===== config.mk =====
export PLATFORM = sky130hd
export DESIGN_NAME = qera_cordic
export DESIGN_NICKNAME = d
export VERILOG_FILES = /design/src/sv/qera_pkg.sv /design/src/sv/qera_cordic.sv
export SDC_FILE = /design/constraint.sdc
export NUM_CORES = 2
export LEC_CHECK = 0
export BUFFER_PORTS_ARGS = -buffer_cell sky130_fd_sc_hd__buf_4
export CORE_ASPECT_RATIO = 0.5
export CORE_UTILIZATION = 65
export DETAILED_ROUTE_END_ITERATION = 12
export PLACE_DENSITY = 0.81
export REMOVE_ABC_BUFFERS = 1
export SYNTH_ARGS = -nofsm -noshare
export SYNTH_HDL_FRONTEND = slang
export SYNTH_SLANG_ARGS = --single-unit

===== constraint.sdc =====
create_clock -name i_clk -period 7.5 [get_ports i_clk]
set_input_delay 0.375 -clock i_clk [delete_from_list [all_inputs] [get_ports i_clk]]
set_output_delay 0.375 -clock i_clk [all_outputs]
set_load 0.02 [all_outputs]

===== src/sv/qera_pkg.sv =====
// ----------------------------------------------------------------------------
// qera_pkg
// shared types and constants of the quad edge rotation angle unit
// ----------------------------------------------------------------------------
package qera_pkg;

    // normalized edge magnitudes and flags
    typedef struct packed {
        logic [14:0] mx;
        logic [14:0] my;
        logic        negx;
        logic        negy;
        logic        zero;
    } t_edge;

    localparam int UNIT_LAT  = 36;
    localparam int MAX_ITERS = 24;
    localparam int UNIT_MAX  = 32767;

    localparam logic signed [26:0] ACC_180 = 27'sd11796480;
    localparam logic signed [26:0] ACC_360 = 27'sd23592960;
    localparam logic [16:0]        ANG_FULL = 17'd46080;

    // atan(2^-i) in degrees * 65536
    function automatic logic [22:0] atan_q16(input int i);
        logic [22:0] t;
        unique case (i)
            0:  t = 23'd2949120;
            1:  t = 23'd1740967;
            2:  t = 23'd919879;
            3:  t = 23'd466945;
            4:  t = 23'd234379;
            5:  t = 23'd117304;
            6:  t = 23'd58666;
            7:  t = 23'd29335;
            8:  t = 23'd14668;
            9:  t = 23'd7334;
            10: t = 23'd3667;
            11: t = 23'd1833;
            12: t = 23'd917;
            13: t = 23'd458;
            14: t = 23'd229;
            15: t = 23'd115;
            16: t = 23'd57;
            17: t = 23'd29;
            18: t = 23'd14;
            19: t = 23'd7;
            20: t = 23'd4;
            21: t = 23'd2;
            22: t = 23'd1;
            default: t = 23'd0;
        endcase
        return t;
    endfunction

endpackage


===== src/sv/qera_cordic.sv =====
// ----------------------------------------------------------------------------
// qera_cordic
// rotates and sums the unit vectors, pipelined cordic vectoring to degrees
// ----------------------------------------------------------------------------
module qera_cordic #(
    parameter int CORDIC_ITERS = 16
) (
    input  logic                i_clk,
    input  logic                i_rst_n,
    input  logic                i_ce,
    input  logic                i_valid,
    input  logic [3:0][15:0]    i_ux,
    input  logic [3:0][15:0]    i_uy,
    output logic                o_valid,
    output logic [15:0]         o_angle
);
    import qera_pkg::*;

    localparam int N = (CORDIC_ITERS > MAX_ITERS) ? MAX_ITERS : CORDIC_ITERS;
    localparam int XW = 34;

    logic [N+2:0]             r_v;
    logic signed [18:0]       r_sx;
    logic signed [18:0]       r_sy;
    logic signed [XW-1:0]     r_x [N+1];
    logic signed [XW-1:0]     r_y [N+1];
    logic signed [26:0]       r_a [N+1];
    logic                     r_z [N+1];
    logic [15:0]              r_ang;

    always_ff @(posedge i_clk) begin
        if (!i_rst_n) begin
            r_v <= '0;
        end else if (i_ce) begin
            r_v <= {r_v[N+1:0], i_valid};
        end
    end

    always_ff @(posedge i_clk) begin
        logic signed [XW-1:0] x;
        logic signed [XW-1:0] y;
        logic signed [XW-1:0] xs;
        logic signed [XW-1:0] ys;
        logic signed [26:0]   t;
        logic signed [26:0]   a;
        logic [16:0]          q;
        if (i_ce) begin
            r_sx <= 19'(signed'(i_ux[0])) - 19'(signed'(i_uy[1]))
                  - 19'(signed'(i_ux[2])) + 19'(signed'(i_uy[3]));
            r_sy <= 19'(signed'(i_uy[0])) + 19'(signed'(i_ux[1]))
                  - 19'(signed'(i_uy[2])) - 19'(signed'(i_ux[3]));

            x = XW'(r_sx) <<< 12;
            y = XW'(r_sy) <<< 12;
            r_z[0] <= (r_sx == '0) && (r_sy == '0);
            if (r_sx < 0) begin
                r_x[0] <= -x;
                r_y[0] <= -y;
                r_a[0] <= ACC_180;
            end else begin
                r_x[0] <= x;
                r_y[0] <= y;
                r_a[0] <= '0;
            end

            for (int i = 0; i < N; i++) begin
                xs = r_x[i] >>> i;
                ys = r_y[i] >>> i;
                t  = $signed({4'd0, atan_q16(i)});
                r_z[i+1] <= r_z[i];
                if (!r_y[i][XW-1]) begin
                    r_x[i+1] <= r_x[i] + ys;
                    r_y[i+1] <= r_y[i] - xs;
                    r_a[i+1] <= r_a[i] + t;
                end else begin
                    r_x[i+1] <= r_x[i] - ys;
                    r_y[i+1] <= r_y[i] + xs;
                    r_a[i+1] <= r_a[i] - t;
                end
            end

            a = r_a[N][26] ? r_a[N] + ACC_360 : r_a[N];
            a = a + 27'sd256;
            q = a[25:9];
            if (q >= ANG_FULL) begin
                q = q - ANG_FULL;
            end
            r_ang <= r_z[N] ? 16'd0 : q[15:0];
        end
    end

    assign o_valid = r_v[N+2];
    assign o_angle = r_ang;

endmodule


# Yosys cells after proc, flatten, opt, wreduce, memory -nomap -nowiden

Memory sizes are Yosys's and may differ from the RTL's.
Cells that the tools add are included.
W data, S select, Z words.

Register bits: 73
Latch bits: 0
RAM bits: 1,632
ROM bits: 0
Input bits: 132
Memories kept: 4

Memory list:

| memory | depth | width | rd ports | clocked after Yosys merged registers in | write ports | line              | source |
|---|---|---|---|---|---|---|---|
| r_x    | 17    | 34    | 16       | 0                                       | 17          | qera_cordic.sv:25 | `logic signed [XW-1:0] r_x [N+1];` |
| r_y    | 17    | 34    | 16       | 0                                       | 17          | qera_cordic.sv:26 | `logic signed [XW-1:0] r_y [N+1];` |
| r_a    | 17    | 27    | 17       | 0                                       | 17          | qera_cordic.sv:27 | `logic signed [26:0] r_a [N+1];` |
| r_z    | 17    | 1     | 17       | 0                                       | 17          | qera_cordic.sv:28 | `logic r_z [N+1];` |

Add/sub/neg operators: 106
Multipliers: 0
Divide/modulo/power cells: 0
Magnitude comparators: 2
Eq/ne operators: 0
Shifts and indexed selects: 0
Multiplexer cells: 173
Bitwise gates (word level): 51
Reduce and logical (&&, ||, !) cells: 3

Operators with widths:

| kind             | count |
|---|---|
| $mux W34         | 34 |
| $mux W27         | 17 |
| $add A27 B24 Y27 | 16 |
| $sub A27 B24 Y27 | 16 |
| $mux W23         | 16 |
| $mux W1          | 104 |
| $add A34 B19 Y34 | 2 |
| $add A34 B20 Y34 | 2 |
| $add A34 B21 Y34 | 2 |
| $add A34 B22 Y34 | 2 |
| $add A34 B23 Y34 | 2 |
| $add A34 B24 Y34 | 2 |
| $add A34 B25 Y34 | 2 |
| $add A34 B26 Y34 | 2 |
| $add A34 B27 Y34 | 2 |
| $add A34 B28 Y34 | 2 |
| $add A34 B29 Y34 | 2 |
| $add A34 B30 Y34 | 2 |
| $add A34 B31 Y34 | 2 |
| $add A34 B32 Y34 | 2 |
| $add A34 B33 Y34 | 2 |
| $neg A31 Y34     | 2 |
| $sub A34 B19 Y34 | 2 |
| $sub A34 B20 Y34 | 2 |
| other kinds (30) | 96 |

# Logic depth before layout (Yosys ltp)

Depth after elaboration: 5
Gate-level depth with buffers: 22
Depth with buffers taken out: 21

# Least setup slack after synthesis

Ideal clock, no wire load.

Path kind: input port to flip-flop
Start: input i_ce
End: memory r_y[13][30] (data pin)
Library setup time: 258 ps
Data arrival time: 5,198 ps
Required time: 7,242 ps
Path slack: 2,044 ps
Cell stages on the path: 21
Path buffers: 6
Cells stage by stage: clkbuf_1 > buf_2 > clkbuf_1 > clkbuf_1 > nand2_1 > inv_1 > clkbuf_1 > buf_1 > nor2_1 > xor2_1 > ha_1 > a21oi_1 > nor2_1 > o211ai_1 > a211oi_1 > o21ai_0 > o21ai_0 > a2111oi_0 > o31ai_1 > a21oi_1 > xnor2_1

RTL lines:

| item               | line              | source |
|---|---|---|
| start: declaration | qera_cordic.sv:10 | `input logic i_ce,` |
| end: declaration   | qera_cordic.sv:26 |  |

==> out/results.ini <==
[outcome]
status=completed

[cts]
cts_buffers=145
cts_buffer_depth=4
worstSkewPairLatency_ps=820
tritoncts=built
cts_sinks=1365
clk_pin_slew_ps=60
cts_max_level=4
cts-root-buf=clkbuf_16

[hold_path]
hold_path_class=input pin to flop

[sta]
worstMarginPinSlew_ps=1268
layout_min_cycle_time_ps=5545
setup-tns-final_ps=0
setup_violations=0
maxSlewHeadroom=0.1470
max_clock_freq_ghz=0.1804
finClkSkew_ps=38.41
slew_violations=0
whs_ps=209.0
period_share=0.7393
hold_violations=0
rsz0062_at_grt=false
setup_ws_ps=1955

[route]
drt_iter0_drc=5992
vias_per_cell=6.098
dr.pass1.iters=8
ant_nets=0
wl_per_cell_um=18.45
wl_mm=272.7
route.detailed.drc=0
via_count=90150

[worst_setup_path]
required_ps=8060
cp_top_family=compound AO/OA/AOI/OAI gates
crit_slowest_cell=a2111oi_0
critPathLaunchType=input pin
end_kind=flop
crit_chain=dlygate4sd3_1, buf_16, buf_4, nand2_1, inv_1, nor2_1, xor2_1, ha_1, a21oi_1, nor2_1, o211ai_1, a211oi_1, o21ai_0, o21ai_0, a2111oi_0, o31ai_1, a21oi_1, xnor2_1
crit_buf_inv=4
max_stage_delay_ps=750
path_max_fanout=62
critPathKind=input pin to flop
worstPathArrival_ps=6100

[grt]
antenna_found_initial=1
grt_max_degree=119
grt_usage=0.2964
first_global_vias=86650
overflow=0
grt_pass1_wl_mm=434.1

[synthesis]
synth_top_area_frac=0.3493
yosysSeqAreaShare=0.3526
synth-main-ff-cell=edfxtp_1
yosys-top-cells-area=edfxtp_1 35%, ha_1 14%, xnor2_1 8.6%
synth.distinct_cells=88
ys_warn_count=0
synth_top_family_by_area=compound AO/OA/AOI/OAI gates
synth_edf_count=1346
synth.largest_area_cell=edfxtp_1
async_reset_ff_frac=0
synth_xor_area_frac=0.1282
ys_ff_latch=1365
synth-compound-area-share=0.1931
synthMuxAreaShare=0.006866
avgSynthCellArea_um2=9.559
syn_area_mm2=0.1157
syn_inst=12110
synth_adder_area_share=0.1574
synth_simple_gate_area_frac=0.1355

[final_layout]
mostFrequentLayoutCells=1346 x edfxtp_1, 1299 x ha_1, 1135 x xnor2_1
finalNetCount=13820
drive_above_1_share=0.04574
finish.utilization=0.7032
fillers=13500
area_delta_synth_final_pct=7.406
final_common_cell=edfxtp_1

[floorplan]
fp.dieH_um=300.4
die_area_mm2=0.1798
std_cell_rows=109
die_x_um=598.7
ioPinCount=149
core_area_mm2=0.1768
start_util=0.6547

[job]
max_cap_violations=0

[placement]
place_ws_ps=1843
gp_congestion=1.046
port_buffers=148
place_hpwl_mm=215.8

## synth_stat cells, types with 20 or more instances
cell type  number
o21bai_1      158
o21ai_0       698
o31ai_1       129
o31a_1         21
nor2_1        971
nand2_1       710
and3_1        142
o21a_1        183
or4_1          40
and4_1         20
nor4_1         73
o41ai_1        63
a21o_1        501
xnor2_1      1135
a21oi_1      1126
nand4_1        70
clkbuf_1      159
a31oi_1        92
a311oi_1       20
edfxtp_1     1346
nand3_1       234
a21boi_0       43
nor3b_1        22
a211oi_1      105
xor2_1        559
o211ai_1       56
a41oi_1        21
nand2b_1      186
a221oi_1       21
ha_1         1299
nor3_1        313
or2_2          61
inv_1         620
a211o_1        44
fa_1           98
mux2i_1        58
nor2b_1       164
and2_1         61
a31o_2         35
or3_1         111
nand3b_1       27
## what timing repair did
item,4_1_cts,5_1_grt
buffers inserted,0,0
gates resized for setup,0,0
hold buffers,6,0
hold endpoints to repair,23,0
setup endpoints to repair,0,0
## cell type report
| cell class | count | area (um2) | area share |
|---|---|---|---|
| Sequential cell | 1365 | 40800 | 0.3283 |
| Clock inverter | 70 | 613.1 | 0.004933 |
| Inverter | 629 | 2361 | 0.01900 |
| Antenna cell | 1 | 2.502 | 0.00002013 |
| Tap cell | 2386 | 2985 | 0.02402 |
| Timing Repair Buffer | 224 | 1742 | 0.01401 |
| Multi-Input combinational cell | 9930 | 71870 | 0.5783 |
| Clock buffer | 179 | 3914 | 0.03149 |
## metal layers
| metal | GRT usage | part of all wire | vias to the layer above |
|---|---|---|---|
| met5 | 0 | 0 | - |
| met1 | 0.3259 | 0.39 | 41990 |
| met3 | 0.03380 | 0.037 | 845 |
| met2 | 0.5492 | 0.50 | 2315 |
| met4 | 0.1808 | 0.067 | 0 |
| li1 | - | - | 45010 |
## flip-flops by register name (all words and copies together) (netlist names)
signal and cells:
r_x 442, r_y 456, r_v 19, r_z 17
r_sy 19, r_a 377, r_sx 19, o_angle 16
## through the flow
step                instances  area, um2
global route            14780     124300
global placement        14530     119700
detailed placement      14530     119700
finish                  14780     124300
floorplan               11920     115000
CTS                     14780     124300
## worst paths after layout
kind | start | endpoint | slack (ps) | cells after the start
max | i_ce | r_y[13][30] | 1960 | 18
min | i_uy[62] | r_sx[15] | 210 | 4
min reg2reg | r_z[0][8] | r_z[0][9] | 420 | 0
max reg2reg | r_y[10][16] | r_x[11][33] | 1970 | 19
## kinds of logic after synthesis
logic type | count (synthesis)
adder cells (fa/ha/maj) | 1397
XOR/XNOR | 1694
AND/OR/NAND/NOR | 3242
multiplexers | 77
AO/OA/AOI/OAI | 3520
buffers and inverters | 811
flip-flops | 1365
## tightest hold or removal path, stage by stage
cell     delay (ps)
buf_4            90
fa_1            160
ha_1            170
xnor2_1         120
Power is not shown: default switching activity piles up to over one toggle a cycle in this logic, so the estimate is an artifact.
