<file path="src/sv/qera_pkg.sv">
// ----------------------------------------------------------------------------
// qera_pkg
// shared types and constants of the quad edge rotation angle unit
// ----------------------------------------------------------------------------
package qera_pkg;

    // normalized edge magnitudes and flags
    typedef struct packed {
        logic [14:0] mx;
        logic [14:0] my;
        logic        negx;
        logic        negy;
        logic        zero;
    } t_edge;

    localparam int UNIT_LAT  = 36;
    localparam int MAX_ITERS = 24;
    localparam int UNIT_MAX  = 32767;

    localparam logic signed [26:0] ACC_180 = 27'sd11796480;
    localparam logic signed [26:0] ACC_360 = 27'sd23592960;
    localparam logic [16:0]        ANG_FULL = 17'd46080;

    // atan(2^-i) in degrees * 65536
    function automatic logic [22:0] atan_q16(input int i);
        logic [22:0] t;
        unique case (i)
            0:  t = 23'd2949120;
            1:  t = 23'd1740967;
            2:  t = 23'd919879;
            3:  t = 23'd466945;
            4:  t = 23'd234379;
            5:  t = 23'd117304;
            6:  t = 23'd58666;
            7:  t = 23'd29335;
            8:  t = 23'd14668;
            9:  t = 23'd7334;
            10: t = 23'd3667;
            11: t = 23'd1833;
            12: t = 23'd917;
            13: t = 23'd458;
            14: t = 23'd229;
            15: t = 23'd115;
            16: t = 23'd57;
            17: t = 23'd29;
            18: t = 23'd14;
            19: t = 23'd7;
            20: t = 23'd4;
            21: t = 23'd2;
            22: t = 23'd1;
            default: t = 23'd0;
        endcase
        return t;
    endfunction

endpackage

</file>
<file path="src/sv/qera_norm.sv">
// ----------------------------------------------------------------------------
// qera_norm
// forms the edges of the quadrilateral from the start corner and normalizes their magnitudes
// ----------------------------------------------------------------------------
module qera_norm #(
    parameter int COORD_BITS = 16
) (
    input  logic                      i_clk,
    input  logic                      i_rst_n,
    input  logic                      i_ce,
    input  logic                      i_valid,
    input  logic [1:0]                i_start,
    input  logic [4*COORD_BITS-1:0]   i_cx,
    input  logic [4*COORD_BITS-1:0]   i_cy,
    output logic                      o_valid,
    output qera_pkg::t_edge [3:0]     o_edge
);
    import qera_pkg::*;

    localparam int CB = COORD_BITS;
    localparam int DW = CB + 1;
    localparam int WW = (CB > 15) ? CB : 15;
    localparam int PW = ($clog2(CB) > 4) ? $clog2(CB) : 4;

    logic [2:0]              r_v;
    logic signed [DW-1:0]    r_dx [4];
    logic signed [DW-1:0]    r_dy [4];
    logic signed [DW-1:0]    n_dx [4];
    logic signed [DW-1:0]    n_dy [4];
    logic [CB-1:0]           r_mx [4];
    logic [CB-1:0]           r_my [4];
    logic [CB-1:0]           r_max [4];
    logic                    r_nx [4];
    logic                    r_ny [4];
    t_edge [3:0]             r_e;
    t_edge [3:0]             n_e;

    always_comb begin
        logic [1:0] a;
        logic [1:0] b;
        for (int k = 0; k < 4; k++) begin
            a = i_start + 2'(k);
            b = a + 2'd1;
            n_dx[k] = $signed({i_cx[b*CB + CB - 1], i_cx[b*CB +: CB]})
                    - $signed({i_cx[a*CB + CB - 1], i_cx[a*CB +: CB]});
            n_dy[k] = $signed({i_cy[b*CB + CB - 1], i_cy[b*CB +: CB]})
                    - $signed({i_cy[a*CB + CB - 1], i_cy[a*CB +: CB]});
        end
    end

    always_comb begin
        logic [PW-1:0] p;
        logic [WW-1:0] wx;
        logic [WW-1:0] wy;
        for (int k = 0; k < 4; k++) begin
            p = '0;
            for (int j = 0; j < CB; j++) begin
                if (r_max[k][j]) begin
                    p = PW'(j);
                end
            end
            wx = WW'(r_mx[k]);
            wy = WW'(r_my[k]);
            if (p >= PW'(14)) begin
                wx = wx >> (p - PW'(14));
                wy = wy >> (p - PW'(14));
            end else begin
                wx = wx << (PW'(14) - p);
                wy = wy << (PW'(14) - p);
            end
            n_e[k].mx   = wx[14:0];
            n_e[k].my   = wy[14:0];
            n_e[k].negx = r_nx[k];
            n_e[k].negy = r_ny[k];
            n_e[k].zero = (r_max[k] == '0);
        end
    end

    always_ff @(posedge i_clk) begin
        if (!i_rst_n) begin
            r_v <= '0;
        end else if (i_ce) begin
            r_v <= {r_v[1:0], i_valid};
        end
    end

    always_ff @(posedge i_clk) begin
        logic [DW-1:0] ax;
        logic [DW-1:0] ay;
        if (i_ce) begin
            for (int k = 0; k < 4; k++) begin
                r_dx[k]  <= n_dx[k];
                r_dy[k]  <= n_dy[k];
                ax       = r_dx[k][DW-1] ? DW'(-r_dx[k]) : DW'(r_dx[k]);
                ay       = r_dy[k][DW-1] ? DW'(-r_dy[k]) : DW'(r_dy[k]);
                r_mx[k]  <= ax[CB-1:0];
                r_my[k]  <= ay[CB-1:0];
                r_max[k] <= (ax > ay) ? ax[CB-1:0] : ay[CB-1:0];
                r_nx[k]  <= r_dx[k][DW-1];
                r_ny[k]  <= r_dy[k][DW-1];
            end
            r_e <= n_e;
        end
    end

    assign o_valid = r_v[2];
    assign o_edge  = r_e;

endmodule

</file>
<file path="config.mk">
export PLATFORM = sky130hd
export DESIGN_NAME = qera_norm
export DESIGN_NICKNAME = d
export VERILOG_FILES = /design/src/sv/qera_pkg.sv /design/src/sv/qera_norm.sv
export SDC_FILE = /design/constraint.sdc
export NUM_CORES = 2
export LEC_CHECK = 0
export BUFFER_PORTS_ARGS = -buffer_cell sky130_fd_sc_hd__buf_4
export CELL_PAD_IN_SITES_DETAIL_PLACEMENT = 1
export CELL_PAD_IN_SITES_GLOBAL_PLACEMENT = 1
export CORE_UTILIZATION = 53
export CTS_CLUSTER_SIZE = 20
export DETAILED_ROUTE_END_ITERATION = 8
export PLACE_DENSITY = 0.85
export SYNTH_ARGS = -nofsm -noshare
export SYNTH_HDL_FRONTEND = slang
export SYNTH_SLANG_ARGS = --single-unit
</file>
<file path="constraint.sdc">
create_clock -name i_clk -period 12.9 [get_ports i_clk]
set_input_delay 1.935 -clock i_clk [delete_from_list [all_inputs] [get_ports i_clk]]
set_output_delay 1.935 -clock i_clk [all_outputs]
set_load 0.03 [all_outputs]
</file>
# Yosys cells after proc, flatten, opt, wreduce, memory -nomap -nowiden
# Memory sizes are Yosys's and may differ from the RTL's. A register that Yosys moved wholly into a read port is not among the register bits.
# Index checks and enable logic that the tools add are counted.
[word_totals]
input_bits = 134
regBits = 127
output_inout_bits = 133
elab_cells = 223
memories = 7
ramBits = 336
[memory_table]
columns = ["memory", "depth", "width", "rd", "rd_ports_with_merged_regs", "wr", "line", "rtl"]
rows = [
  ["r_dx", 4, 17, 4, 0, 4, "qera_norm.sv:26", "logic signed [DW-1:0] r_dx [4];"],
  ["r_dy", 4, 17, 4, 0, 4, "qera_norm.sv:27", "logic signed [DW-1:0] r_dy [4];"],
  ["r_max", 4, 16, 4, 0, 4, "qera_norm.sv:32", "logic [CB-1:0] r_max [4];"],
  ["r_mx", 4, 16, 4, 0, 4, "qera_norm.sv:30", "logic [CB-1:0] r_mx [4];"],
  ["r_my", 4, 16, 4, 0, 4, "qera_norm.sv:31", "logic [CB-1:0] r_my [4];"],
  ["r_nx", 4, 1, 4, 4, 4, "qera_norm.sv:33", "logic r_nx [4];"],
  ["1 more memories", "--", "--", "--", "--", "--", "--", ""],
]
[op_classes]
reduce_logical = 4
n_addsub = 44
n_mux = 110
magnitude_cmp = 15
shift = 30
[op_table]
columns = ["operator", "count"]
rows = [
  ["64-bit by 7-bit indexed part select with 16-bit output", 14],
  ["32-bit by 7-bit less-than comparator with 1-bit output (second input constant)", 7],
  ["4-bit two-way mux", 56],
  ["17-bit two-way mux", 8],
  ["17-bit negator", 8],
  ["17-bit subtractor", 8],
  ["16-bit by 4-bit left shift with 15-bit output", 8],
  ["16-bit by 4-bit >> shifter with 15-bit output", 8],
  ["15-bit two-way mux", 8],
  ["1-bit binary-select mux with 6-bit select", 14],
  ["17-bit > comparator", 4],
  ["16-bit zero test", 4],
  ["16-bit two-way mux", 4],
  ["7-bit by 1-bit subtractor with 8-bit output (second input constant)", 7],
  ["6-bit by 5-bit adder with 7-bit output (second input constant)", 7],
  ["1-bit two-way mux", 20],
  ["4-bit greater-or-equal comparator (second input constant)", 4],
  ["4-bit subtractor (first input constant)", 4],
  ["4-bit subtractor (second input constant)", 4],
  ["2-bit by 1-bit adder with 2-bit output (second input constant)", 4],
  ["2-bit adder (second input constant)", 2],
]

# Depth between registers and ports, before layout
# An unclocked memory read counts as a cell.
[logic_depth]
ltp_word = 19
ltp_mapped = 19
depth_no_buf = 17

# Worst setup path after synthesis
# No wires, ideal clock.
[synth_timing]
path_type = "input to register"
from = "in i_start[1]"
to = "mem r_dx[0][15] (netlist bit) (data pin)"
arrival_time_ns = 5.612
path_slack_ns = 7.031
required_ns = 12.642
cell_stages = 16
cell_sequence = "clkbuf_1 -> clkbuf_1 -> buf_1 -> mux2i_1 -> nand2_1 -> o21ai_0 -> inv_1 -> ha_1 -> nor2b_1 -> o31a_1 -> o41ai_1 -> o21ai_0 -> o41ai_1 -> o2111ai_1 -> a21oi_1 -> xnor2_1"
[synth_rtl]
columns = ["element", "line", "rtl"]
rows = [
  ["from (decl)", "qera_norm.sv:12", "input logic [1:0] i_start,"],
  ["to (decl)", "qera_norm.sv:26", ""],
]

==> metrics.md <==
| Metric | Value |
|---|---|
| EDFF count, synth | `468` |
| Top_reg_cell synth | `edfxtp_1` |
| Worst VDD drop | `0.204 mV` |
| Routed Wire Length | `128000 µm` |
| Worst Max-Slew Pin Slew | `1.35 ns` |
| TritonCTS sink count | `471` |
| DRC | `0` |
| Vias in the first global route | `33300` |
| Hold Path Class | `flip-flop to flip-flop` |
| Routed length per instance | `25.5 µm` |
| PD cells | `297 mW/mm²` |
| DR pass1 iterations | `7` |
| Root Driver | `clkbuf_16` |
| Die Y-Extent | `272 µm` |
| Post-synthesis net count | `4204` |
| CTS clock-pin slew for the worst setup and hold paths | `0.06 ns` |
| Routed vias/inst | `6.59` |
| Mapped cell area | `0.0386 mm²` |
| Fin crit period | `6.17 ns` |
| Total CTS buffers | `55` |
| Iter 0 DRT Violations | `3617` |
| Share of cells above drive strength 1 | `17.8%` |
| Hold_buf cts | `0` |
| Gr usage total | `33.9%` |
| Post-DRT Antenna Nets | `0` |
| Placed Area | `0.0414 mm²` |
| Post-CTS setup buffers | `0` |
| CP most frequent cell | `o21a_1` |
| CP max stage cell | `buf_4` |
| Routed vias | `33100` |
| Async S/R FF share, synth | `0%` |
| CTS max path bufs | `3` |
| RSZ-0062 raised after global routing | `no` |
| Yosys cell types | `88` |
| Initial Util | `53.8%` |
| Post-detail-place hpwl | `97100 µm` |
| Sequential-to-total area share from yosys stat | `36.6%` |
| Outcome | `finished, final reports clean` |
| Slew margin rel. | `9.37%` |
| Synth Warn # | `0` |
| Worst path required time | `13.25 ns` |
| Syn Inst Count | `3846` |
| Area Growth Syn to Fin | `12.3%` |
| PortBufs | `266` |
| Die width | `272 µm` |
| Crit Path Class | `input port to flip-flop` |
| Max H-tree Level | `2` |
| Synth Register Bits | `471` |
| Largest net degree at the start of global routing | `169` |
| Count of final hold-check violations | `0` |
| Worst stage delay on the critical path | `0.75 ns` |
| CTS tree | `built` |
| Crit path cell chain | `buf_6 -> buf_4 -> mux2_2 -> or2_2 -> o21a_1 -> inv_1 -> ha_1 -> o21a_1 -> o31a_1 -> o211ai_1 -> nand2_1 -> a41o_1 -> o41a_1 -> a2111oi_0 -> nor3_1` |
| # rows | `98` |
| Clk Latency, worst-skew pair | `0.62 ns` |
| Setup crit start kind | `input port` |
| Antenna cells | `0` |
| First-pass GRT wire length | `197000 µm` |
| Setup TNS | `0 ns` |
| Max cap viols | `0` |
| Critical Path AT | `6.52 ns` |
| CTS resizes | `0` |
| Final Cycle Share | `47.8%` |
| Setup violations, final | `0` |
| Crit path capture type | `flip-flop` |
| IO Count | `267` |
| Setup Skew | `0.0145 ns` |
| Maximum clock frequency | `0.162 GHz` |
| Leak | `18.0 nW` |
| Core ar. | `0.0717 mm²` |
| Routability cong. | `0.958` |
| Fin area | `0.0433 mm²` |
| Worst hold slack | `0.430 ns` |
| Die area | `0.0739 mm²` |
| Final nets | `4395` |
| CP max FO | `74` |
| Initial antenna violation count | `2` |
| Slew Viols, Final | `0` |
| Gr ovfl total | `0` |
| Avg Cell Area, Syn | `10.0 µm²` |
worst max-delay path, delay by kind of cell:
family	cells	cell delay, ns
multiplexers	1	0.42
adder cells (fa/ha/maj)	1	0.27
AND/OR/NAND/NOR	3	0.49
AO/OA/AOI/OAI	7	1.95
buffers and inverters	3	1.40
metal layers:
| layer | vias up | global-route usage [%] | share of wire (%) |
|---|---|---|---|
| met5 | - | 0 | 0.020 |
| met4 | 4 | 7.45 | 2.0 |
| met3 | 214 | 5.06 | 8.6 |
| met2 | 1605 | 54.9 | 46 |
| met1 | 16600 | 48.2 | 43 |
| li1 | 14700 | - | - |
area by class of cell:
cell class	count	area, µm²
clock inverter	37	489
clock buffer	61	1440
sequential	471	14100
tap	950	1190
multi-input combinational	2931	22800
fill	7869	28400
inverter	284	1070
timing repair buffer	294	2230
synth_stat cells (29+ instances only):
master | count | area [µm²]
nand2_1 | 406 | 1520
ha_1 | 216 | 2700
a211o_1 | 29 | 254
mux2i_1 | 354 | 3540
nand2b_1 | 40 | 250
edfxtp_1 | 468 | 14100
nand3_1 | 59 | 295
a21oi_1 | 129 | 646
o31ai_1 | 39 | 293
o21a_1 | 94 | 706
o211ai_1 | 35 | 263
o21ai_0 | 145 | 726
clkbuf_1 | 104 | 390
mux4_2 | 81 | 1820
or3_1 | 39 | 244
nor2_1 | 200 | 751
xor2_1 | 72 | 631
nor2b_1 | 36 | 225
mux2_2 | 144 | 1620
and2_1 | 68 | 425
nor3_1 | 76 | 380
inv_1 | 275 | 1030
or2_2 | 84 | 526
xnor2_1 | 136 | 1190
layout by cell type, fill, tap and decap left out, types with 26 or more instances in the layout:
master	netlist	routed
nor2_1	200	199
o21ai_0	145	145
nor3_1	76	75
o31ai_1	39	39
ha_1	216	216
a31oi_1	27	27
a21o_1	28	28
and2_1	68	67
mux2i_1	354	354
or2_2	84	84
xor2_1	72	71
nor2b_1	36	36
o211ai_1	35	35
mux2_2	144	144
or3_1	39	39
nand2_1	406	406
edfxtp_1	468	468
buf_4	6	291
nand3_1	59	59
inv_1	275	274
clkbuf_16	0	57
a211o_1	29	29
a22oi_1	26	26
mux4_2	81	81
xnor2_1	136	134
nand2b_1	40	40
o21a_1	94	94
a21oi_1	129	129
cell families (layout without fill, tap and decap cells):
kind of cell | after synthesis | in the layout | synth area share [%]
adder cells (fa/ha/maj) | 224 | 224 | 7.42
buffers and inverters | 444 | 676 | 4.49
AND/OR/NAND/NOR | 1103 | 1103 | 13.8
AO/OA/AOI/OAI | 816 | 816 | 14.9
multiplexers | 580 | 580 | 18.1
XOR/XNOR | 208 | 208 | 4.72
flip-flops | 471 | 471 | 36.6
sequential cells by signal, indices dropped and copies added (netlist names):
| register | count |
|---|---|
| r_max | 64 |
| o_edge | 132 |
| r_ny | 4 |
| r_dy | 68 |
| r_v | 3 |
| r_nx | 4 |
| r_my | 64 |
| r_dx | 68 |
| r_mx | 64 |
metrics by stage:
stage / util, % / worst slack [ns] / instances / total power, mW
finish: 60.4 / 6.73 / 5028 / 12.9
global route: 60.4 / 6.44 / 5028 / 13.5
global placement: 57.7 / 6.34 / 4930 / 10.6
detailed placement: 57.7 / 6.21 / 4930 / 10.9
CTS: 60.4 / 6.83 / 5028 / 12.7
floorplan: - / 7.03 / 3846 / 8.58
power by group:
group | leakage (nW) | total (mW) | switching (mW) | internal, mW
sequential | 4.64 | 3.06 | 0.476 | 2.59
clock | 0.921 | 1.71 | 0.687 | 1.02
combinational | 12.5 | 8.09 | 4.87 | 3.22
total | 18.0 | 12.9 | 6.04 | 6.83
path summary, 6_finish.rpt:
| kind | from | endpoint | slack [ns] | cells after the start |
|---|---|---|---|---|
| max | i_start[1] | r_dx[3][14] | 6.73 | 15 |
| min | r_ny[3] | o_edge[100] | 0.43 | 0 |
| max reg2reg | r_max[3][7] | o_edge[114] | 7.50 | 11 |
| min reg2reg | r_ny[3] | o_edge[100] | 0.43 | 0 |
Power figures use the tool's default switching activity.
