## src/sv/qera_pkg.sv

```systemverilog
// ----------------------------------------------------------------------------
// qera_pkg
// shared types and constants of the quad edge rotation angle unit
// ----------------------------------------------------------------------------
package qera_pkg;

    // normalized edge magnitudes and flags
    typedef struct packed {
        logic [14:0] mx;
        logic [14:0] my;
        logic        negx;
        logic        negy;
        logic        zero;
    } t_edge;

    localparam int UNIT_LAT  = 36;
    localparam int MAX_ITERS = 24;
    localparam int UNIT_MAX  = 32767;

    localparam logic signed [26:0] ACC_180 = 27'sd11796480;
    localparam logic signed [26:0] ACC_360 = 27'sd23592960;
    localparam logic [16:0]        ANG_FULL = 17'd46080;

    // atan(2^-i) in degrees * 65536
    function automatic logic [22:0] atan_q16(input int i);
        logic [22:0] t;
        unique case (i)
            0:  t = 23'd2949120;
            1:  t = 23'd1740967;
            2:  t = 23'd919879;
            3:  t = 23'd466945;
            4:  t = 23'd234379;
            5:  t = 23'd117304;
            6:  t = 23'd58666;
            7:  t = 23'd29335;
            8:  t = 23'd14668;
            9:  t = 23'd7334;
            10: t = 23'd3667;
            11: t = 23'd1833;
            12: t = 23'd917;
            13: t = 23'd458;
            14: t = 23'd229;
            15: t = 23'd115;
            16: t = 23'd57;
            17: t = 23'd29;
            18: t = 23'd14;
            19: t = 23'd7;
            20: t = 23'd4;
            21: t = 23'd2;
            22: t = 23'd1;
            default: t = 23'd0;
        endcase
        return t;
    endfunction

endpackage

```

## src/sv/qera_unit.sv

```systemverilog
// ----------------------------------------------------------------------------
// qera_unit
// unit vector of one edge: squared length, pipelined square root and divide
// ----------------------------------------------------------------------------
module qera_unit (
    input  logic                i_clk,
    input  logic                i_ce,
    input  qera_pkg::t_edge     i_edge,
    output logic signed [15:0]  o_ux,
    output logic signed [15:0]  o_uy
);
    import qera_pkg::*;

    localparam int SQ_STEPS  = 16;
    localparam int DIV_STEPS = 17;

    logic [31:0] r_sq;
    t_edge       r_me;
    logic [31:0] r_sv [SQ_STEPS];
    logic [31:0] r_sr [SQ_STEPS];
    t_edge       r_se [SQ_STEPS];

    logic [15:0] r_len;
    logic [30:0] r_dxd;
    logic [30:0] r_dyd;
    t_edge       r_pe;

    logic [15:0] r_rx [DIV_STEPS];
    logic [15:0] r_ry [DIV_STEPS];
    logic [16:0] r_qx [DIV_STEPS];
    logic [16:0] r_qy [DIV_STEPS];
    logic [15:0] r_dl [DIV_STEPS];
    logic [30:0] r_ddx [DIV_STEPS];
    logic [30:0] r_ddy [DIV_STEPS];
    t_edge       r_de [DIV_STEPS];

    logic signed [15:0] r_ux;
    logic signed [15:0] r_uy;

    function automatic logic [63:0] sqrt_step(input logic [31:0] v, input logic [31:0] r,
                                              input int k);
        logic [31:0] b;
        logic [31:0] t;
        logic [31:0] nv;
        logic [31:0] nr;
        b = 32'd1 << (30 - 2 * k);
        t = r + b;
        if (v >= t) begin
            nv = v - t;
            nr = (r >> 1) + b;
        end else begin
            nv = v;
            nr = r >> 1;
        end
        return {nv, nr};
    endfunction

    function automatic logic [16:0] div_step(input logic [15:0] rem, input logic d,
                                             input logic [15:0] len);
        logic [16:0] t;
        logic        q;
        t = {rem, d};
        q = (t >= {1'b0, len});
        if (q) begin
            t = t - {1'b0, len};
        end
        return {t[15:0], q};
    endfunction

    function automatic logic signed [15:0] fin(input logic [16:0] q, input logic neg);
        logic [15:0] m;
        m = (q > 17'(UNIT_MAX)) ? 16'(UNIT_MAX) : q[15:0];
        return neg ? -$signed(m) : $signed(m);
    endfunction

    always_ff @(posedge i_clk) begin
        logic [63:0] s;
        logic [16:0] dx;
        logic [16:0] dy;
        if (i_ce) begin
            r_sq <= 32'({i_edge.mx} * {i_edge.mx}) + 32'({i_edge.my} * {i_edge.my});
            r_me <= i_edge;

            s = sqrt_step(r_sq, 32'd0, 0);
            r_sv[0] <= s[63:32];
            r_sr[0] <= s[31:0];
            r_se[0] <= r_me;
            for (int k = 1; k < SQ_STEPS; k++) begin
                s = sqrt_step(r_sv[k-1], r_sr[k-1], k);
                r_sv[k] <= s[63:32];
                r_sr[k] <= s[31:0];
                r_se[k] <= r_se[k-1];
            end

            r_len <= r_sr[SQ_STEPS-1][15:0];
            r_dxd <= {1'b0, r_se[SQ_STEPS-1].mx, 15'd0} + 31'(r_sr[SQ_STEPS-1][15:1]);
            r_dyd <= {1'b0, r_se[SQ_STEPS-1].my, 15'd0} + 31'(r_sr[SQ_STEPS-1][15:1]);
            r_pe  <= r_se[SQ_STEPS-1];

            dx = div_step({2'd0, r_dxd[30:17]}, r_dxd[16], r_len);
            dy = div_step({2'd0, r_dyd[30:17]}, r_dyd[16], r_len);
            r_rx[0]  <= dx[16:1];
            r_ry[0]  <= dy[16:1];
            r_qx[0]  <= {16'd0, dx[0]};
            r_qy[0]  <= {16'd0, dy[0]};
            r_dl[0]  <= r_len;
            r_ddx[0] <= r_dxd;
            r_ddy[0] <= r_dyd;
            r_de[0]  <= r_pe;
            for (int j = 1; j < DIV_STEPS; j++) begin
                dx = div_step(r_rx[j-1], r_ddx[j-1][16-j], r_dl[j-1]);
                dy = div_step(r_ry[j-1], r_ddy[j-1][16-j], r_dl[j-1]);
                r_rx[j]  <= dx[16:1];
                r_ry[j]  <= dy[16:1];
                r_qx[j]  <= {r_qx[j-1][15:0], dx[0]};
                r_qy[j]  <= {r_qy[j-1][15:0], dy[0]};
                r_dl[j]  <= r_dl[j-1];
                r_ddx[j] <= r_ddx[j-1];
                r_ddy[j] <= r_ddy[j-1];
                r_de[j]  <= r_de[j-1];
            end

            if (r_de[DIV_STEPS-1].zero) begin
                r_ux <= 16'sd32767;
                r_uy <= 16'sd0;
            end else begin
                r_ux <= fin(r_qx[DIV_STEPS-1], r_de[DIV_STEPS-1].negx);
                r_uy <= fin(r_qy[DIV_STEPS-1], r_de[DIV_STEPS-1].negy);
            end
        end
    end

    assign o_ux = r_ux;
    assign o_uy = r_uy;

endmodule

```

## config.mk

```make
export PLATFORM = sky130hd
export DESIGN_NAME = qera_unit
export DESIGN_NICKNAME = d
export VERILOG_FILES = /design/src/sv/qera_pkg.sv /design/src/sv/qera_unit.sv
export SDC_FILE = /design/constraint.sdc
export NUM_CORES = 2
export LEC_CHECK = 0
export BUFFER_PORTS_ARGS = -buffer_cell sky130_fd_sc_hd__buf_2
export CAP_MARGIN = 0
export CELL_PAD_IN_SITES_DETAIL_PLACEMENT = 0
export CELL_PAD_IN_SITES_GLOBAL_PLACEMENT = 1
export CORE_UTILIZATION = 58
export DETAILED_ROUTE_END_ITERATION = 12
export GPL_TIMING_DRIVEN = 0
export PLACE_DENSITY_LB_ADDON = 0.1
export RECOVER_POWER = 100
export SKIP_CTS_REPAIR_TIMING = 1
export SYNTH_ARGS = -nofsm -noshare
export SYNTH_HDL_FRONTEND = slang
export SYNTH_MEMORY_MAX_BITS = 65536
export SYNTH_SLANG_ARGS = --single-unit
```

## constraint.sdc

```tcl
create_clock -name i_clk -period 13.4 [get_ports i_clk]
set_input_delay 0.67 -clock i_clk [delete_from_list [all_inputs] [get_ports i_clk]]
set_output_delay 0.67 -clock i_clk [all_outputs]
set_load 0.02 [all_outputs]
```

== Word-level counts from Yosys, hierarchy flattened ==
Memories as Yosys holds them, arrays and structs flattened.
Cells that the tools add are included.
Word-level totals
  bits in registers: 208
  bits in latches: 0
  bits in writable memories: 4561
  bits in read-only memories: 0
  bits of input ports: 35
  output and inout bits: 32
  word-level logic and storage cells: 304
  memories kept: 11
Memory list
  r_de: words 17, bits a word 33, rd ports 17, clocked after Yosys merged registers in 0, write ports 17, line qera_unit.sv:35  | t_edge r_de [DIV_STEPS];
  r_se: words 16, bits a word 33, rd ports 16, clocked after Yosys merged registers in 0, write ports 16, line qera_unit.sv:21  | t_edge r_se [SQ_STEPS];
  r_ddx: words 17, bits a word 31, rd ports 16, clocked after Yosys merged registers in 0, write ports 17, line qera_unit.sv:33  | logic [30:0] r_ddx [DIV_STEPS];
  r_ddy: words 17, bits a word 31, rd ports 16, clocked after Yosys merged registers in 0, write ports 17, line qera_unit.sv:34  | logic [30:0] r_ddy [DIV_STEPS];
  r_sr: words 16, bits a word 32, rd ports 16, clocked after Yosys merged registers in 0, write ports 16, line qera_unit.sv:20  | logic [31:0] r_sr [SQ_STEPS];
  r_sv: words 16, bits a word 32, rd ports 15, clocked after Yosys merged registers in 0, write ports 16, line qera_unit.sv:19  | logic [31:0] r_sv [SQ_STEPS];
  +5 memories
Operators by class
  add/sub/neg operators: 85
  multipliers: 2
  divide/modulo/power cells: 0
  order comparisons: 52
  eq/ne operators: 0
  shift operators: 0
  mux-type cells: 138
  bitwise logic cells: 0
  reduce and logical (&&, ||, !) cells: 0
Operators with widths (number)
  $mux 32: 63
  $mux 16: 72
  $ge 17x16->1: 32
  $sub 16x16->16: 32
  $ge 32x32->1: 15
  $sub 32x32->32: 15
  $add 30x15->31: 2
  $mul 15x15->30: 2
  $gt 17x15->1 const B: 2
  $add 31x1->32 const B: 1
  $add 31x11->32 const B: 1
  $add 31x13->32 const B: 1
  $add 31x15->32 const B: 1
  $add 31x17->32 const B: 1
  $add 31x19->32 const B: 1
  $add 31x21->32 const B: 1
  $add 31x23->32 const B: 1
  $add 31x25->32 const B: 1
  $add 31x27->32 const B: 1
  $add 31x29->32 const B: 1
  $add 31x3->32 const B: 1
  $add 31x5->32 const B: 1
  $add 31x7->32 const B: 1
  $add 31x9->32 const B: 1
  23 further kinds: 27

== Logic depth before layout (Yosys ltp) ==
An unclocked memory read counts as a cell.
  word-level depth: 5
  gate-level depth with buffers: 28
  mapped depth without buffers: 26

== Worst setup path before layout ==
Ideal clock, no wire load.
  path type: input to register
  start: in i_edge[6] (netlist bit)
  end: reg r_sq[28] (data pin)
  library setup time: 0.138 ns
  arrival: 7.582 ns
  data required time: 13.262 ns
  setup slack: 5.681 ns
  stages on the path: 23
  path buffers: 3
  cell sequence: clkbuf_1 clkbuf_1 nand2_1 fa_1 inv_1 fa_1 fa_1 fa_1 fa_1 fa_1 fa_1 inv_1 fa_1 inv_1 ha_1 clkbuf_1 a21oi_1 o21ai_0 a221o_1 o41ai_2 o21ai_0 or4_1 nand4_1
On the way
  cells in the longest elaborated chain, start to end: 2
RTL lines
  from (decl): line qera_unit.sv:8  | input qera_pkg::t_edge i_edge,
  $mul 15x15->30: line qera_unit.sv:81  | r_sq <= 32'({i_edge.mx} * {i_edge.mx}) + 32'({i_edge.my} * {i_edge.my});
  $add 30x30->31: line qera_unit.sv:81
  to (signal assigned): line qera_unit.sv:81
  to (decl): line qera_unit.sv:17  | logic [31:0] r_sq;
No other way between the ends.
A chain may end at the register's enable or synchronous reset.

== Final worst setup path ==
  start: in i_ce
  end: reg r_me[15] (netlist bit) (enable)
RTL lines
  from (decl): line qera_unit.sv:7  | input logic i_ce,
  to (signal assigned): line qera_unit.sv:82  | r_me <= i_edge;
  to (decl): line qera_unit.sv:18  | t_edge r_me;
No word-level cell between the ends.

==> impl_metrics.ini <==
[placement]
hpwlAfterDp_um = 206000
io_buffers = 66
gp_congestion = 0.916
pre_cts_ws_ns = 4.22
place_area_um2 = 132000

[outcome]
violations = capacitance limit, slew limit
status = finished with violations

[synth]
yosysTopAreaCellShare_pct = 56.8
netlist_area_um2 = 128000
synth_warnings = 0
yosysMostFrequentCell = edfxtp_1
ys_seq_area_share_pct = 56.8
syn_avg_cell_area_um2 = 13.0
synth_cell_types = 94
synth_seq_cells = 2416
synth_largest_area_cell = edfxtp_1
synthFlopType = edfxtp_1
synthTopCellsByArea = edfxtp_1, ha_1, fa_1
synth_common_cells = edfxtp_1, inv_1, ha_1, nor2_1, nand2_1
synth_edf_count = 2416
synthArstFlopShare_pct = 0
postSynthCellCount = 9843

[sta]
tightestPinTransition_ns = 8.54
period_needed_ns = 9.52
setup_slack_ns = 3.88
finalSetupTns_ns = 0
fmax_ghz = 0.105
fin_crit_sh_pct = 71.1
finalMaxSlewViolations = 185
fin_skew_ns = 0.0634
timing_hold_violations_final = 0
setup_violations = 0
rsz0062_at_grt = no
slew_headroom_pct = -469

[worst_setup_path]
cp.required_ns = 13.95
crit_top_cell = buf_16
critPathBufInv = 6
path_cells = clkbuf_1 > buf_16 > buf_16 > buf_16 > buf_16 > buf_16
cpPeakStageDelay_ns = 5.81
r2r_slack_ns = 8.41
arrival_ns = 10.07
start_kind = input pin
critical_path.max_fanout = 191
worst_path_max_delay_cell = clkbuf_1
endpoint_kind = flop
critPathKind = in2reg
crit_family = buffers and inverters

[cells_and_area]
final_core_util_pct = 64.4
nets = 11400
nFillCells = 16400
drive_gt1_share_pct = 6.67
multi_input_area_um2 = 50200
ff_latch_area_um2 = 72500
syn_to_final_growth_pct = 9.83
stdcell_area_um2 = 140000

[floorplan]
die_h_um = 471
num_io_pins = 67
die-area_um2 = 222000
core_um2 = 218000
die_w_um = 471
start_util_pct = 58.6
core.rowCount = 171

[global_routing]
use_met1_pct = 30.4
first_global_vias = 76400
grt_pass1_wl_um = 424000
track_usage_pct = 24.7
met3_usage_pct = 3.01
grt_antenna_before_repair = 5
grt_max_degree = 199
gr-usage-met2_pct = 44.6
grt-ovfl-total = 0
grt.busiest_layer = met2

[pwr]
cellPowerDensity_nw_per_um2 = 265
peakVddDrop_mv = 0.921
p_leak_nw = 55.2

[cts]
clk_path_buf_depth = 4
clk_latency_ns = 0.94
cts_buffers = 274
htreeDepth = 5
cts_tree = yes
path_clk_slew_ns = 0.06
cts.sinks = 2416
cts-root-buf = clkbuf_16

[detailed_routing]
drt_pass1_iterations = 6
vias_per_cell = 5.77
postRouteAntennaNets = 0
drc_errors = 0
vias = 76500
routedWlPerCell_um = 20.7
wirelength_um = 274000
drt_iter0_drc = 5363

[worst_hold_path]
hold_path_class = in2reg

[run]
drv_cap = 4
-- registers in the layout (all words and copies together), names as in the netlist --
signal,count
r_se,528
r_sv,480
r_rx,256
r_ry,256
r_dl,255
r_qx,153
r_qy,153
r_sr,136
r_de,53
r_me,33
r_pe,31
r_sq,31
o_ux,16
o_uy,16
r_len,15
r_dxd,2
r_ddx,1
r_dyd,1
-- placed cells by master, fill, tap and decap left out, drive strengths merged, types with 35 or more instances in the layout --
cell / instances
a2111oi: 44
a211o: 38
a211oi: 109
a21boi: 55
a21o: 99
a21oi: 358
a311o: 39
and2: 139
and3: 50
clkbuf: 544
clkinv: 85
edfxtp: 2416
fa: 366
ha: 843
inv: 1127
mux2: 398
mux2i: 90
nand2: 484
nand2b: 136
nand3: 85
nand4: 114
nor2: 618
nor2b: 118
nor3: 319
nor4: 79
o21a: 148
o21ai: 344
o31ai: 53
or2: 35
or3: 67
xnor2: 310
xor2: 210
-- area by class of cell --
class	count	area share (%)
sequential	2416	51.7
multi-input combinational	6149	35.7
clock buffer	323	5.14
inverter	1120	2.99
tap	2854	2.54
clock inverter	135	1.03
timing repair buffer	84	0.470
buffer	159	0.426
antenna	3	0.00535
-- through the flow --
step	power (W)	hold WS [ns]	std cells
6_report	0.0372	0.117	13200
3_5_place_dp	0.0304	0.405	12800
5_1_grt	0.0399	0.0812	13200
4_1_cts	0.0379	-0.148	13200
2_1_floorplan	0.0251	0.400	9844
3_3_place_gp	0.0307	0.400	12800
-- worst paths after layout --
check	startpoint	end	cells after the start
worst max-delay path	i_ce	r_me[15]	6
worst min-delay path	i_edge[17]	r_me[17]	1
worst max register to register	r_dl[0][225]	r_rx[0][248]	12
worst min register to register	r_se[0][220]	r_se[0][253]	0
-- report_power, final --
part           leakage [nW]  internal, W  switching (W)
combinational          27.6      0.00780         0.0105
clock                  4.21      0.00437        0.00289
sequential             23.4       0.0108       0.000887
-- per-layer routing --
layer	share of wire (%)	up-vias
met1	41	37500
met4	3.4	2
met3	4.0	534
li1	-	36700
met2	52	1755
met5	0.0047	-
-- kinds of logic (layout without fill, tap and decap cells) --
group,after synthesis,after routing,synth area share [%]
fa+ha+maj,1209,1209,14.0
buf+inv,1279,1821,3.86
simple gates,2358,2358,9.22
mux,488,488,4.22
flops,2416,2416,56.8
compound gates,1572,1572,8.41
other cells,1,5,0.00293
xor+xnor,520,520,3.56
No activity file was read; power rests on OpenSTA's default activity.
